==> src/sfla_pkg.sv <==
package sfla_pkg;

  // Default pool capacity and the fixed field widths of the interface.
  localparam int unsigned CAPACITY_DEF = 1024;
  localparam int unsigned SLOT_W       = 10;
  localparam int unsigned COUNT_W      = 11;

  // Reset value of the pool size register.
  localparam logic [COUNT_W-1:0] POOL_SLOTS_RST = COUNT_W'(1024);

  // Depth of the queue between the front and back parts (a power of two).
  localparam int unsigned QUEUE_DEPTH = 2;

  typedef enum logic [1:0] {
    FUNC_ALLOC  = 2'd0,
    FUNC_FREE   = 2'd1,
    FUNC_EXISTS = 2'd2,
    FUNC_CLEAR  = 2'd3
  } func_t;

  typedef enum logic [1:0] {
    ST_OK        = 2'd0,
    ST_FULL      = 2'd1,
    ST_NOT_ALLOC = 2'd2,
    ST_RANGE     = 2'd3
  } status_t;

  // A classified operation, as it travels from the front to the back.
  typedef struct packed {
    func_t             func;
    logic [SLOT_W-1:0] idx;
    logic              oor;
  } op_t;

  // One result item.
  typedef struct packed {
    status_t            status;
    logic [SLOT_W-1:0]  granted;
    logic               is_alloc;
    logic [COUNT_W-1:0] live;
    logic [COUNT_W-1:0] high_water;
  } result_t;

  typedef enum logic {
    B_IDLE = 1'b0,
    B_EXEC = 1'b1
  } back_state_t;

endpackage

==> src/sfla_front.sv <==
module sfla_front #(
  parameter int unsigned CAPACITY = sfla_pkg::CAPACITY_DEF
) (
  input  logic                          clk,
  input  logic                          rst_n,
  input  logic                          cfg_we,
  input  logic [sfla_pkg::COUNT_W-1:0]  cfg_wdata,
  input  logic                          in_valid,
  output logic                          in_ready,
  input  logic [1:0]                    in_func,
  input  logic [sfla_pkg::SLOT_W-1:0]   in_slot_index,
  output logic                          push_valid,
  input  logic                          push_ready,
  output sfla_pkg::op_t                 push_op,
  output logic [sfla_pkg::COUNT_W-1:0]  bound
);
  import sfla_pkg::*;

  // The pool size register can never name more than the counters can hold.
  localparam int unsigned COUNT_MAX = (1 << COUNT_W) - 1;
  localparam int unsigned CAP_CLIP  = (CAPACITY > COUNT_MAX) ? COUNT_MAX : CAPACITY;
  localparam logic [COUNT_W-1:0] CAP_BOUND = COUNT_W'(CAP_CLIP);

  logic [COUNT_W-1:0] pool_slots_r;

  always_ff @(posedge clk) begin
    if (!rst_n) begin
      pool_slots_r <= POOL_SLOTS_RST;
    end else if (cfg_we) begin
      pool_slots_r <= cfg_wdata;
    end
  end

  // The effective bound saturates at the capacity of the mark store.
  assign bound = (pool_slots_r > CAP_BOUND) ? CAP_BOUND : pool_slots_r;

  assign in_ready      = push_ready;
  assign push_valid    = in_valid;
  assign push_op.func  = func_t'(in_func);
  assign push_op.idx   = in_slot_index;
  assign push_op.oor   = ({1'b0, in_slot_index} >= bound);

endmodule

==> config.mk <==
export PLATFORM = sky130hd
export DESIGN_NAME = sfla_front
export DESIGN_NICKNAME = d
export VERILOG_FILES = /design/src/sfla_pkg.sv /design/src/sfla_front.sv
export SDC_FILE = /design/constraint.sdc
export NUM_CORES = 1
export LEC_CHECK = 0
export BUFFER_PORTS_ARGS = -buffer_cell sky130_fd_sc_hd__buf_2
export CAP_MARGIN = 20
export CORE_ASPECT_RATIO = 1.25
export CORE_UTILIZATION = 41
export CTS_CLUSTER_SIZE = 14
export DETAILED_ROUTE_END_ITERATION = 8
export PLACE_DENSITY_LB_ADDON = 0.12
export SLEW_MARGIN = 25
export SYNTH_ARGS = -nofsm -noshare
export SYNTH_HDL_FRONTEND = slang
export SYNTH_SLANG_ARGS = --single-unit
==> constraint.sdc <==
create_clock -name clk -period 1.9 [get_ports clk]
set_clock_uncertainty 0.15 [all_clocks]
set_input_delay 0.285 -clock clk [delete_from_list [all_inputs] [get_ports clk]]
set_output_delay 0.285 -clock clk [all_outputs]
set_load 0.01 [all_outputs]
[Word level (Yosys, flattened, before mapping)]
Cells that the tools add are included.
W data, S select, Z words.
Storage, ports and cells
  output and inout bits: 26
  logic and storage cells: 4
  input port bits: 28
  register bits: 11
Cells by class
  $lt $le $gt $ge: 2
  mux-type cells: 1
Operators by type and width (number)
  $ge A10 B11 Y1: 1
  $gt A11 B11 Y1 const B: 1
  $mux W11: 1

[Longest topological paths before layout]
  depth after elaboration: 3
  depth in mapped cells: 7
  mapped depth without buffers: 6

[Least setup slack after synthesis]
OpenSTA, ideal clock, no wires.
  path type: reg-to-output
  start: reg pool_slots_r[10]
  end: out push_op[0] in the netlist's numbering
  slack: 0.122 ns
  arrival: 1.343 ns
  buffers on the path: 1
  cell stages (with the launch flop): 8
  data required time: 1.465 ns
  path through: dfxtp_1 > buf_6 > nor2b_1 > ha_1 > nor2b_1 > o21ai_0 > a21oi_1 > o22ai_1
RTL lines
  start, declared: RTL line sfla_front.sv:24  | logic [COUNT_W-1:0] pool_slots_r;
  start signal, assigned: RTL line sfla_front.sv:30  | pool_slots_r <= cfg_wdata;
  end, declared: RTL line sfla_front.sv:14  | output sfla_pkg::op_t push_op,

==> out/metrics.cfg <==
[drt]
drc_errors=0
dr.pass1.iters=2
antenna_left=0
drt_iter0_drc=2
via_count=708
wirelength_um=1690
avgRoutedWirePerCell_um=11.4
via_per_inst=4.78

[worst_setup_path]
arrival_ps=1680
r2r_cells=3
criticalPathCategory=register to output port
regToRegStartpoint=pool_slots_r[10]
regToRegSetupSlack_ps=940
startpoint_type=register
crit_required_ps=1460
cp-end-kind=output port
timing.rr.end=pool_slots_r[10]
critPathMaxFanout=6

[grt]
grt_max_degree=12
grt_usage=0.147
grt_first_pass_wirelength_um=2420
grt_remaining_overflow=0
grt_pass1_vias=596
grt_antenna_before_repair=0

[floorplanning]
start_util=0.457
io_pins=54
die_w_um=42.4
die_y_um=52.5
dieArea_um2=2220
rows=17
core-area_um2=1830

[finish]
layout_commonest_cell=buf_2
syn2layout_area_growth_pct=32.5
instances_no_fill=148
regMostFlops=pool_slots_r
top_regs=pool_slots_r: 11 flops
fin_area_um2=1110
drive_gt1_frac=0.519
final_cell_mix=buf_2, nor2b_1, mux2i_1, inv_1, dfxtp_1
diodes=0
largest_reg_flops=11
nets=168

[yosys]
synthesis.area_um2=836
synth_seq_cells=11
synth_cell_type_count=16
synthCells=96
ys_warn_count=0
syn_nets=134
syn_area_per_cell_um2=8.71
synth-seq-area-share=0.263

[place]
dp.final_hpwl_um=1180
dp.cells=143
place_congestion=0.721
placedInstanceArea_um2=957
portBuffers=45

[timing]
setup_tns_ps=-211
finalHoldViolCount=0
min_period_over_period=1.11
slew_viol_final=0
slew_headroom=0.774
setup_violations=1
whs_ps=75.0
worstMarginPinSlew_ps=339
fin_ws_ps=-211
fmax_mhz=474
rsz0062_at_grt=true
finalCriticalPeriod_ps=2110

[cts]
cts_tree=yes
cts_hold_buf=0
numCtsBuffers=3
root_buffer=clkbuf_4
cts_buffer_depth=2
path_clk_slew_ps=80
worstSkewPairLatency_ps=280
htree_num_levels=1
clock_sinks=11

[status]
violations=setup timing
status=finished with violations

[power_and_ir_drop]
power.leakage_nw=0.640
ir_worst_vdd_v=0.000386
p_total_mw=0.575
powerDensity_nw_per_um2=519

[min_path]
min-delay-start=cfg_wdata[10]
hold_path.class=input port to register
hold_end=pool_slots_r[10]
hold_path_depth=3

[flow_run]
maxCapViolations=0

## what timing repair did
| item | CTS | global route |
|---|---|---|
| setup endpoints to repair | 1 | 1 |
| setup buffers | 1 | 0 |
| pin swaps | 4 | 3 |
| gates resized for setup | 17 | 7 |
## logic make-up after synthesis
kind of cell               after synthesis  synth area share
buffers and inverters                   28             0.207
and+or+nand+nor                         27             0.190
muxes                                   11             0.132
DFF                                     11             0.263
adders and majority gates               10             0.150
AOI/OAI and AO/OA                        9            0.0584
## synthesized netlist by cell type
cell type	n	area (um2)
nor2b_1	12	75.1
mux2i_1	11	110
ha_1	10	125
dfxtp_1	11	220
clkbuf_1	2	7.51
a21o_1	1	7.51
o22ai_1	1	6.26
a21oi_1	5	25.0
buf_4	14	105
buf_6	2	22.5
nand2b_1	9	56.3
nand4b_1	1	8.76
o21ai_0	2	10.0
nor2_1	1	3.75
inv_1	10	37.5
nand2_1	4	15.0
## worst max-delay path: stages, from the launching register on
cell and delay [ps]:
dfxtp_4 370, nand2b_1 170, ha_1 310, a21oi_2 160, o21ai_2 70, a21oi_2 110
o22ai_1 70, buf_2 140
## metal layers
| layer | up-vias | routed length (um) | global-route usage |
|---|---|---|---|
| li1 | 361 | - | - |
| met1 | 314 | 716 | 0.174 |
| met2 | 28 | 854 | 0.251 |
| met3 | 5 | 88 | 0.0241 |
| met4 | 0 | 31 | 0.0781 |
| met5 | - | 0 | 0 |
## worst max-delay path by stage
stage | startpoint | to | slack, ps | cells past startpoint
finish | pool_slots_r[10] | push_op[0] | -210 | 7
global placement | pool_slots_r[10] | push_op[0] | -8 | 7
detailed placement | pool_slots_r[10] | push_op[0] | -70 | 7
global route | pool_slots_r[10] | push_op[0] | -310 | 7
floorplan | pool_slots_r[10] | push_op[0] | 120 | 7
CTS | pool_slots_r[10] | push_op[0] | -240 | 8
## power breakdown
| part | switching, mW | internal, mW |
|---|---|---|
| logic | 0.0702 | 0.0830 |
| clock network | 0.0855 | 0.0814 |
| registers | 0.0111 | 0.244 |
## cell type report
| type | count | area, um2 |
|---|---|---|
| sequential | 11 | 224 |
| multi-input combinational | 57 | 552 |
| clock buffer | 4 | 26.3 |
| timing repair buffer | 47 | 244 |
| fill | 181 | 722 |
| tap | 19 | 23.8 |
| inverter | 10 | 37.5 |
## stage by stage
stage	utilization	setup WS (ps)
floorplan	-	122
global placement	0.523	-7.65
detailed placement	0.523	-71.7
CTS	0.584	-243
global route	0.605	-306
finish	0.605	-211
Note: power is estimated with default switching activity, not from simulation.
