===== src/sfla_pkg.sv =====
package sfla_pkg;

  // Default pool capacity and the fixed field widths of the interface.
  localparam int unsigned CAPACITY_DEF = 1024;
  localparam int unsigned SLOT_W       = 10;
  localparam int unsigned COUNT_W      = 11;

  // Reset value of the pool size register.
  localparam logic [COUNT_W-1:0] POOL_SLOTS_RST = COUNT_W'(1024);

  // Depth of the queue between the front and back parts (a power of two).
  localparam int unsigned QUEUE_DEPTH = 2;

  typedef enum logic [1:0] {
    FUNC_ALLOC  = 2'd0,
    FUNC_FREE   = 2'd1,
    FUNC_EXISTS = 2'd2,
    FUNC_CLEAR  = 2'd3
  } func_t;

  typedef enum logic [1:0] {
    ST_OK        = 2'd0,
    ST_FULL      = 2'd1,
    ST_NOT_ALLOC = 2'd2,
    ST_RANGE     = 2'd3
  } status_t;

  // A classified operation, as it travels from the front to the back.
  typedef struct packed {
    func_t             func;
    logic [SLOT_W-1:0] idx;
    logic              oor;
  } op_t;

  // One result item.
  typedef struct packed {
    status_t            status;
    logic [SLOT_W-1:0]  granted;
    logic               is_alloc;
    logic [COUNT_W-1:0] live;
    logic [COUNT_W-1:0] high_water;
  } result_t;

  typedef enum logic {
    B_IDLE = 1'b0,
    B_EXEC = 1'b1
  } back_state_t;

endpackage


===== src/sfla_queue.sv =====
module sfla_queue (
  input  logic          clk,
  input  logic          rst_n,
  input  logic          push_valid,
  output logic          push_ready,
  input  sfla_pkg::op_t push_op,
  output logic          pop_valid,
  input  logic          pop,
  output sfla_pkg::op_t pop_op
);
  import sfla_pkg::*;

  localparam int unsigned PTR_W = (QUEUE_DEPTH > 1) ? $clog2(QUEUE_DEPTH) : 1;
  localparam int unsigned CNT_W = $clog2(QUEUE_DEPTH + 1);
  localparam logic [CNT_W-1:0] CNT_FULL = CNT_W'(QUEUE_DEPTH);
  localparam logic [CNT_W-1:0] CNT_ONE  = CNT_W'(1);
  localparam logic [PTR_W-1:0] PTR_ONE  = PTR_W'(1);

  op_t              entry_r [QUEUE_DEPTH];
  logic [PTR_W-1:0] wr_ptr_r;
  logic [PTR_W-1:0] rd_ptr_r;
  logic [CNT_W-1:0] cnt_r;
  logic             do_push;
  logic             do_pop;

  assign push_ready = (cnt_r != CNT_FULL);
  assign pop_valid  = (cnt_r != '0);
  assign pop_op     = entry_r[rd_ptr_r];
  assign do_push    = push_valid && push_ready;
  assign do_pop     = pop && pop_valid;

  always_ff @(posedge clk) begin
    if (!rst_n) begin
      wr_ptr_r <= '0;
      rd_ptr_r <= '0;
      cnt_r    <= '0;
    end else begin
      if (do_push) begin
        wr_ptr_r <= wr_ptr_r + PTR_ONE;
      end
      if (do_pop) begin
        rd_ptr_r <= rd_ptr_r + PTR_ONE;
      end
      if (do_push && !do_pop) begin
        cnt_r <= cnt_r + CNT_ONE;
      end else if (do_pop && !do_push) begin
        cnt_r <= cnt_r - CNT_ONE;
      end
    end
  end

  always_ff @(posedge clk) begin
    if (do_push) begin
      entry_r[wr_ptr_r] <= push_op;
    end
  end

endmodule


===== config.mk =====
export PLATFORM = sky130hd
export DESIGN_NAME = sfla_queue
export DESIGN_NICKNAME = d
export VERILOG_FILES = /design/src/sfla_pkg.sv /design/src/sfla_queue.sv
export SDC_FILE = /design/constraint.sdc
export NUM_CORES = 1
export LEC_CHECK = 0
export BUFFER_PORTS_ARGS = -buffer_cell sky130_fd_sc_hd__buf_2
export CELL_PAD_IN_SITES_DETAIL_PLACEMENT = 1
export CELL_PAD_IN_SITES_GLOBAL_PLACEMENT = 1
export CORE_UTILIZATION = 27
export CTS_CLUSTER_DIAMETER = 100
export CTS_CLUSTER_SIZE = 16
export DETAILED_ROUTE_END_ITERATION = 6
export GPL_TIMING_DRIVEN = 0
export PLACE_DENSITY = 0.58
export REMOVE_ABC_BUFFERS = 1
export SYNTH_ARGS = -nofsm -noshare
export SYNTH_HDL_FRONTEND = slang
export SYNTH_SLANG_ARGS = --single-unit

===== constraint.sdc =====
create_clock -name clk -period 1.7 [get_ports clk]
set_clock_uncertainty 0.05 [all_clocks]
set_input_delay 0.085 -clock clk [delete_from_list [all_inputs] [get_ports clk]]
set_output_delay 0.085 -clock clk [all_outputs]
set_load 0.01 [all_outputs]

Word-level counts from Yosys, hierarchy flattened
Memory sizes are Yosys's and may differ from the RTL's. A register that Yosys moved wholly into a read port is not among the register bits.
Index checks and enable logic that the tools add are counted.
{ "totals": {"mem_bits_rw": 26, "mem_count": 1, "regBits": 4} }
{ "classes": {"n_reduce_logical": 8, "add_sub_neg": 4, "n_eq_ne": 1, "muxes": 6} }
{ "memory_table": {"columns": ["memory", "depth", "word_bits", "read_ports", "rd_ports_with_merged_regs", "wr", "line_no", "text"], "rows": [
  ["entry_r", 2, 13, 1, 1, 1, "sfla_queue.sv:19", "op_t entry_r [QUEUE_DEPTH];"]
]} }
{ "op_table": {"columns": ["op", "n"], "rows": [
  ["logical AND 1 bit", 4],
  ["two-way mux 1 bit", 4],
  ["two-way mux 2 bit", 2],
  ["nonzero test 2 bit", 2],
  ["adder 1 bit (second input constant)", 2],
  ["adder 2 x 1 -> 2 bit (second input constant)", 1],
  ["logical NOT 1 bit", 2],
  ["inequality test 2 bit (second input constant)", 1],
  ["subtractor 2 x 1 -> 2 bit (second input constant)", 1]
]} }

Logic depth before layout (Yosys ltp)
{ "depth": {"word_depth": 6, "ltp_mapped": 6, "mapped_depth_nobuf": 6} }

Worst setup path before layout
No wires, ideal clock.
{ "synth_path": {"path_type": "register to register", "start": "register cnt_r[0]", "end": "register cnt_r[1]", "path_slack_ps": 150, "required_time_ps": 1580, "path_stages_with_launch": 6, "t_arrival_ps": 1431, "synth_period_minus_slack_ps": 1550, "setup_time_ps": 70, "cell_sequence": "dfxtp_1 -> nand2b_4 -> and2_1 -> ha_1 -> or3_1 -> a21boi_1"} }
{ "synth_between": {"elab_chain_cells": 5} }
{ "synth_lines": {"columns": ["item", "line_no", "text"], "rows": [
  ["from (decl)", "sfla_queue.sv:22", "logic [CNT_W-1:0] cnt_r;"],
  ["from (signal assigned)", "sfla_queue.sv:45", "cnt_r <= cnt_r + CNT_ONE;"],
  ["from (signal assigned)", "sfla_queue.sv:47", "cnt_r <= cnt_r - CNT_ONE;"],
  ["inequality test 2 bit (*)", "sfla_queue.sv:26", "assign push_ready = (cnt_r != CNT_FULL);"],
  ["via push_ready", "sfla_queue.sv:5", "output logic push_ready,"],
  ["logical AND 1 bit (*)", "sfla_queue.sv:29", "assign do_push = push_valid && push_ready;"],
  ["via do_push", "sfla_queue.sv:23", "logic do_push;"],
  ["logical NOT 1 bit", "sfla_queue.sv:46", "end else if (do_pop && !do_push) begin"],
  ["logical AND 1 bit", "sfla_queue.sv:46", null],
  ["nonzero test 2 bit (no line)", null, null]
]} }
Mark *: on every way through the listed nets, which the timed path passes. The rest lies on a longest branch. The select of a mux whose other input is x is not followed.
A chain may end at the register's enable or synchronous reset.

Worst setup path in the final report
{ "layout_path": {"start": "register cnt_r[0]", "end": "register cnt_r[1]"} }
{ "layout_between": {"elab_chain_cells": 5} }
{ "layout_lines": {"columns": ["item", "line_no"], "rows": [
  ["inequality test 2 bit (*)", "sfla_queue.sv:26"],
  ["logical AND 1 bit (*)", "sfla_queue.sv:29"],
  ["via do_push", "sfla_queue.sv:23"],
  ["logical NOT 1 bit", "sfla_queue.sv:46"],
  ["logical AND 1 bit", "sfla_queue.sv:46"],
  ["nonzero test 2 bit (no line)", null]
]} }
Marked as above.

==> key figures <==
Outcome
  • Status: completed

Worst hold path
  • Hold path start: rst_n
  • Hold path cells: 2
  • Class of the worst hold path: primary input to register

Cells and area
  • # diodes: 0
  • Synthesis-to-layout area growth: 36.32%
  • Util after Layout: 0.3919
  • Layout Nets: between 100 and 150
  • Non-Filler Instances: 165
  • Layout cells sized above 1: 0.4783

Clock network
  • CTS Sinks: 31
  • Clock Tree Root: clkbuf_8
  • Worst-path clk slew: 0.06 ns
  • Clk buf depth: 2
  • Clock Latency Late Sink: around 0.27 ns
  • CTS tree: built
  • H-tree depth: 2
  • Number of buffers created by CTS: 5

Drt
  • Routed Antenna Nets: 0
  • First-pass DRT Iterations: 4
  • Initial drt markers: 14
  • Vias: 688
  • Drt drc: 0
  • Drt total wl: between 2 and 2.5 mm
  • Routed vias/inst: 4.170
  • Post-DR wirelength/cell: between 10 and 15 µm

Worst setup path
  • CP arrival: ~1.8 ns
  • R2r startpoint: cnt_r[0]
  • CP bufs+invs: 0
  • Critical path's top delay family: simple AND/OR/NAND/NOR gates
  • R2r setup slk: 0.07 ns
  • Setup CP Type: register to register
  • Reg2reg path depth: 5
  • Startpoint types: register
  • CP Capture Type: register
  • CP required: 1.84 ns
  • CP peak stage delay: 0.37 ns
  • Critical path cell sequence: nand2b_4, and2_1, ha_1, or3_1, a21boi_1
  • Crit-path max FO: 5
  • R2R Path End: cnt_r[1]
  • Slowest CP cell: or3_1

STA
  • Min cycle time layout: 1.625 ns
  • Setup_tns: 0 ns
  • Finish-stage setup viols: 0
  • RSZ-0062 raised after global routing: no
  • Final hold viol count: 0
  • FMAX: around 620 MHz
  • Final worst path period share: 0.9559
  • Final WS setup: 0.07496 ns
  • Slew @ Worst Pin: 0.6186 ns
  • Max_slew headroom: 0.5876
  • Max Slew Vio Count: 0

Run
  • Max Cap Viol: 0

Floorplan
  • Die height: roughly 70 µm
  • Die area: 4619 µm²
  • Chip width: 67.97 µm
  • Row count: 23
  • Core Region: 4086 µm²
  • Initial core utilization: 0.2875
  • I/O pin total: 32

Logic synthesis
  • Main synth FF type: edfxtp_1
  • Async SR Flop Fraction: 0
  • Post-synth EDFFs: 26
  • Post-synth top area share: 0.6645
  • Count leader, synth: edfxtp_1
  • Synth cell types: 19
  • Yosys warns: 0
  • Synthesized area per cell: 18.36 µm²
  • Leading area contributor after synthesis: edfxtp_1
  • Mapped cell area: 1175 µm²
  • Top post-synthesis cells by area: edfxtp_1 66%, mux2_2 12%, dfxtp_1 8.5%, and2_1 2.1%, xnor2_1 1.5%
  • Post-synth top cells: 26 x edfxtp_1, 13 x mux2_2, 5 x dfxtp_1
  • #FFs+latches synth: 31
  • Sequential area share after synthesis: 0.7497
  • Cells after Synth: 64

Power and ir drop
  • Max VDD drop: approximately 560 µV
  • PwrDens: 1351 nW/µm²
  • Leak: 0.6122 nW

GRT
  • Pin count of the biggest net entering global routing: 14
  • GRT Util Overall: 0.1017
  • Global-route wire length before repair: 3.236 mm
  • Total gr overflow: 0
  • Vias in the first global route: around 720
  • Initial antenna violation count: 0

Placed design
  • IO Port Bufs: 31
  • DP Worst Slack: 0.009417 ns
  • RD Place Congestion: slightly below 0.6
  • Cells after DPL: 144
  • Hpwl dp: approximately 1.4 mm
==> sequential cells by signal, indices dropped and copies added, names as in the netlist, named ones only <==
| register | flops |
|---|---|
| entry_r | 26 |
| cnt_r | 2 |
| rd_ptr_r | 1 |
| wr_ptr_r | 1 |
==> layout by cell type (no fill, tap or decap) <==
cell type,count
buf_2,31
edfxtp_1,26
mux2_2,13
dlygate4sd3_1,13
clkbuf_8,5
and2_1,4
dfxtp_2,3
xnor2_1,2
clkinv_1,2
dfxtp_1,2
nand2b_4,1
or2_2,1
o21ai_1,1
and3_1,1
nand3b_1,1
inv_1,1
a21bo_2,1
a21boi_0,1
xor2_1,1
o21ai_0,1
or3_1,1
a21boi_1,1
ha_1,1
clkbuf_1,1
==> layout make-up <==
| class | instances | area [µm²] |
|---|---|---|
| clock buffer | 6 | 72.57 |
| multi-input combinational | 31 | 285.3 |
| sequential | 31 | 884.6 |
| tap | 50 | 62.56 |
| timing repair buffer | 44 | 285.3 |
| inverter | 1 | 3.754 |
| fill | 434 | 2485 |
| clock inverter | 2 | 7.507 |
==> repair_timing <==
action	CTS	global route
setup buffers	0	0
hold buffers	13	0
hold endpoints to repair	26	0
pin swaps	0	2
endpoints found under the setup margin	2	1
gates resized for setup	2	1
==> cell families after synthesis <==
| kind of cell | count (synthesis) | synth area share |
|---|---|---|
| AOI/OAI and AO/OA | 5 | 0.02982 |
| xor gates and xnor gates | 3 | 0.02237 |
| adders and majority gates | 1 | 0.01065 |
| buffers and inverters | 2 | 0.007448 |
| DFF | 31 | 0.7497 |
| muxes | 13 | 0.1246 |
| and+or+nand+nor | 9 | 0.05538 |
==> where the power goes <==
group	total (mW)	leakage (nW)	internal, mW	switching [mW]
clock network	0.522	0.0403	0.278	0.243
logic	0.579	0.287	0.320	0.259
registers	1.06	0.285	0.968	0.0960
==> layer usage <==
layer,up-vias,share of wire,GRT usage
met5,-,0,0
met3,2,0.053,0.03667
met2,20,0.48,0.1618
met1,324,0.47,0.1157
met4,0,0.0038,0.06250
li1,342,-,-
==> worst max-delay path by stage <==
stage	endpoint	start	cells past startpoint
final	cnt_r[1]	cnt_r[0]	5
after global routing	cnt_r[1]	cnt_r[0]	5
after CTS	cnt_r[1]	cnt_r[1]	5
after detailed placement	cnt_r[1]	cnt_r[0]	5
after global placement	entry_r[1][12]	cnt_r[0]	2
after floorplan	cnt_r[1]	cnt_r[0]	5
==> metrics by stage <==
stage	power, mW	hold slack, ns	cell area, µm²
finish	2.164	0.02483	1602
global route	2.300	0.02453	1602
CTS	2.205	0.01603	1600
global placement	1.618	0.2256	1388
detailed placement	1.643	0.2312	1388
floorplan	1.425	0.1339	1170
Note: power is estimated with default switching activity, not from simulation.
